`config.mk`:
```
export PLATFORM = sky130hd
export DESIGN_NAME = ilu_ram
export DESIGN_NICKNAME = d
export VERILOG_FILES = /design/src/rtl/ilu_ram.sv
export SDC_FILE = /design/constraint.sdc
export NUM_CORES = 2
export LEC_CHECK = 0
export BUFFER_PORTS_ARGS = -buffer_cell sky130_fd_sc_hd__clkbuf_2
export CORE_ASPECT_RATIO = 0.75
export CORE_MARGIN = 8
export CORE_UTILIZATION = 57
export CTS_CLUSTER_DIAMETER = 30
export DETAILED_ROUTE_END_ITERATION = 10
export PLACE_DENSITY_LB_ADDON = 0.15
export RECOVER_POWER = 100
export SLEW_MARGIN = 20
export SYNTH_ARGS = -nofsm -noshare
export SYNTH_HDL_FRONTEND = slang
export SYNTH_SLANG_ARGS = --single-unit
export TNS_END_PERCENT = 30
```
`constraint.sdc`:
```
create_clock -name clock -period 1.9 [get_ports clock]
set_input_delay 0.095 -clock clock [delete_from_list [all_inputs] [get_ports clock]]
set_output_delay 0.095 -clock clock [all_outputs]
set_load 0.02 [all_outputs]
```
`src/rtl/ilu_ram.sv`:
```
module ilu_ram #(
   parameter int WIDTH = 8,
   parameter int DEPTH = 256
) (
   input  logic                     clock,
   input  logic                     we,
   input  logic [$clog2(DEPTH)-1:0] waddr,
   input  logic [WIDTH-1:0]         wdata,
   input  logic [$clog2(DEPTH)-1:0] raddr,
   output logic [WIDTH-1:0]         rdata
);
   logic [WIDTH-1:0] mem [DEPTH];

   always_ff @(posedge clock) begin
      if (we) mem[waddr] <= wdata;
      rdata <= mem[raddr];
   end
endmodule

```
==> qor.yml <==
timing:
  clock_skew_ns: 0.0496
  tns_ns: -64.89
  fin_crit_ns: 2.29
  hold_viol: 0
  slew_viol_final: 213
  max_slew.worst_pin.slew_ns: 2.20
  setup_slack_ns: -0.389
  min_period_over_period_pct: 120
  rsz0062_at_grt: "yes"
  max_freq_mhz: 437
  slew_headroom_pct: -47.0
  setup_viol: 971
layout:
  stdcell_count: 6777
  fin_area_um2: 98400
  final_util_pct: 71.1
  drive_gt1_share_pct: 37.2
  areaGrowthSynthToFinish_pct: 23.6
  fin_nets: 4700
place:
  dp_cells: 6201
  io_buffer_count: 33
  postPlaceCellArea_um2: 88000
  pre_cts_ws_ns: -1.37
  gp_congestion: 0.901
  hpwl_um: 142000
pwr:
  intPower_mw: 89.8
  seqPwrFrac_pct: 44.0
  leakage_nw: 32.8
  p_switching_mw: 24.3
  pwr-share-comb_pct: 5.0
  ir_drop_uv: 906
  clkPwrFrac_pct: 51.0
  cellPowerDensity_nw_per_um2: 1160
  switching_share_pct: 21.3
setup_path:
  reg2reg_to: "rdata[3]"
  worst-path-buf-inv: 0
  cp.required_ns: 2.67
  crit_fanout: 1
  cp-start-kind: "register"
  cp-end-kind: "register"
  max_stage_delay_ns: 0.56
  r2r_start: "mem[138][3]"
  r2r_cells: 5
  cp_data_arrival_time_ns: 3.05
  path_depth: 5
  crit_path_end: "rdata[3]"
  crit_path_frequent_cell: "nor4_1"
  worstSetupStartpoint: "mem[138][3]"
  r2r_slack_ns: -0.39
  crit_type: "register to register"
  crit_chain: "mux4_2 > a22oi_1 > a21oi_1 > nor4_1 > nor4_1"
  cpLargestDelayFamily: "simple AND/OR/NAND/NOR gates"
  cp_slowest_cell: "nor4_1"
drt:
  wl_per_cell_um: 32.2
  drcViolationCount: 0
  viasPerCell: 6.49
  first_iter_violations: 6369
  wl_um: 218000
  dr_total_vias: 44000
  postRouteAntennaNets: 0
  dr.pass1.iters: 6
synth:
  synth_area_um2: 79600
  synthArstFlopShare_pct: 0
  syn_inst: 3733
  synth_flop_cell: "edfxtp_1"
  synth_edf_count: 2048
  synth_area_per_cell_um2: 21.3
  syn-num-nets: 3759
  synth_seq_cells: 2056
  synth_cell_types: 55
  seq_area_frac_synth_pct: 77.5
  yosys_warnings: 0
cts:
  cts_buffers: 319
  path_clk_slew_ns: 0.06
  cts-htree-levels: 5
  cts_buffer_depth: 4
  insertion_delay_ns: 0.91
  clock_sinks: 2056
  root_buffer: "clkbuf_16"
  cts_tree: "done"
  post-cts-setup-buffer-count: 0
floorplan:
  start_util_pct: 57.5
  chipWidth_um: 447
  die-area_um2: 152000
  core_um2: 138000
  die_h_um: 340
  num_rows: 118
  pin_count: 34
min_path:
  hp-class: "primary input to register"
run_status:
  failed_checks: "capacitance limit, slew limit, setup timing"
  status: "complete, but fails checks"
job:
  max_cap_violations: 4
grt:
  overflow: 0
  antenna_found_initial: 5
  grt_usage_pct: 28.5
  grt_max_degree: 81
  grt_first_pass_wirelength_um: 313000
  grt_pass1_vias: 44100
## power by group through the flow
stage | Sequential [mW] | Clock, mW | Combinational [mW]
after floorplan | 51.0 | 0 | 2.50
after global placement | 51.0 | 0 | 5.43
after detailed placement | 51.0 | 0 | 5.55
after CTS | 50.1 | 58.7 | 5.73
after global routing | 50.1 | 60.6 | 5.94
final | 50.2 | 58.2 | 5.71
## metrics by stage
stage | power, mW | hold WS [ns]
3_3_place_gp | 56.5 | 0.515
3_5_place_dp | 56.6 | 0.526
5_1_grt | 117 | 0.116
4_1_cts | 115 | 0.0218
6_report | 114 | 0.119
2_1_floorplan | 53.5 | 0.194
## synthesized netlist by cell type, drive strengths merged (2+ instances only)
| cell type | count | area [µm²] |
|---|---|---|
| dfxtp | 8 | 160 |
| a221oi | 14 | 129 |
| edfxtp | 2048 | 61500 |
| nor3 | 22 | 110 |
| o211ai | 10 | 75.1 |
| a22oi | 133 | 998 |
| o32ai | 5 | 51.3 |
| o221ai | 47 | 418 |
| o21ai | 12 | 60.1 |
| and2 | 6 | 37.5 |
| clkbuf | 111 | 417 |
| o22ai | 28 | 175 |
| nor4 | 27 | 188 |
| nand2b | 8 | 50.1 |
| nand3 | 34 | 170 |
| buf | 122 | 1030 |
| mux2i | 134 | 1340 |
| a21oi | 96 | 480 |
| a211oi | 16 | 120 |
| nand2 | 33 | 124 |
| mux4 | 456 | 10300 |
| a2111oi | 5 | 52.6 |
| a22o | 8 | 70.1 |
| and3b | 2 | 17.5 |
| o22a | 5 | 43.8 |
| nand4 | 10 | 62.6 |
| nor2b | 31 | 194 |
| nand3b | 2 | 15.0 |
| nor2 | 282 | 1060 |
| or2 | 4 | 25.0 |
| a31oi | 2 | 12.5 |
| a311oi | 2 | 17.5 |
## area by class of cell
class / instances / area (µm²)
clock inverter: 211 / 2480
tap: 1860 / 2330
antenna: 3 / 7.51
sequential: 2056 / 61700
timing repair buffer: 853 / 6610
inverter: 2 / 7.51
fill: 8167 / 40000
clock buffer: 350 / 8250
multi-input combinational: 1442 / 17000
## layout by cell type, fill, tap and decap left out, types with 8 or more instances in the layout
master and count:
a22oi_1 131, buf_12 57, buf_2 35, nand2b_1 8, o22ai_1 28, clkinvlp_4 31
mux4_2 455, clkbuf_2 128, dlygate4sd3_1 16, clkinv_2 37, clkinv_4 18, nand3_1 34
a21oi_1 93, o211ai_1 10, nor4_2 11, bufinv_16 44, edfxtp_1 2048, nand2_1 33
nand4_1 10, a211oi_1 8, clkbuf_16 325, mux2i_1 133, inv_6 32, nor2_1 273
nor4_1 11, o221ai_1 42, nor2b_1 26, nor3_1 10, clkinv_1 38, buf_6 8
buf_4 499, clkbuf_1 75, clkbuf_4 55, o21ai_0 10
## repair_timing
item | 4_1_cts | 5_1_grt
endpoints found under the setup margin | 9 | 18
endpoints found under the hold margin | 1434 | 0
gates resized for setup | 50 | 37
pin swaps | 8 | 17
hold buffers | 16 | 0
## worst register-to-register path, stage by stage, from the launching register on
cell and delay [ns]:
edfxtp_1 0.38, mux4_2 0.54, a22oi_1 0.30, a21oi_1 0.29, nor4_1 0.56, nor4_1 0.11
## kinds of logic after synthesis
group,Yosys count,share of synthesized area (%)
muxes,591,14.6
buffers and inverters,235,1.83
DFF,2056,77.5
and+or+nand+nor,466,2.63
AOI/OAI and AO/OA,385,3.42
## state kept, by name, summed over array words and instances (netlist names)
register	cells
rdata	8
mem	2048
## how the worst min path moves through the flow
stage | start | endpoint | slack, ns | depth (start not counted)
after floorplan | wdata[0] | mem[0][0] | 0.19 | 0
after global placement | wdata[0] | mem[97][0] | 0.52 | 1
after detailed placement | wdata[0] | mem[100][0] | 0.53 | 1
after CTS | waddr[2] | mem[157][1] | 0.02 | 5
after global routing | raddr[5] | rdata[1] | 0.12 | 6
final | raddr[5] | rdata[1] | 0.12 | 6
## layer usage
layer  share of wire, %  global-route usage (%)  wire length (µm)
met1                 39                    42.6             84800
met2                 45                    41.4             97200
met3                 13                    7.55             28700
met4                3.5                    9.73              7560
met5              0.011                       0                23
Note: power is estimated with default switching activity, not from simulation.
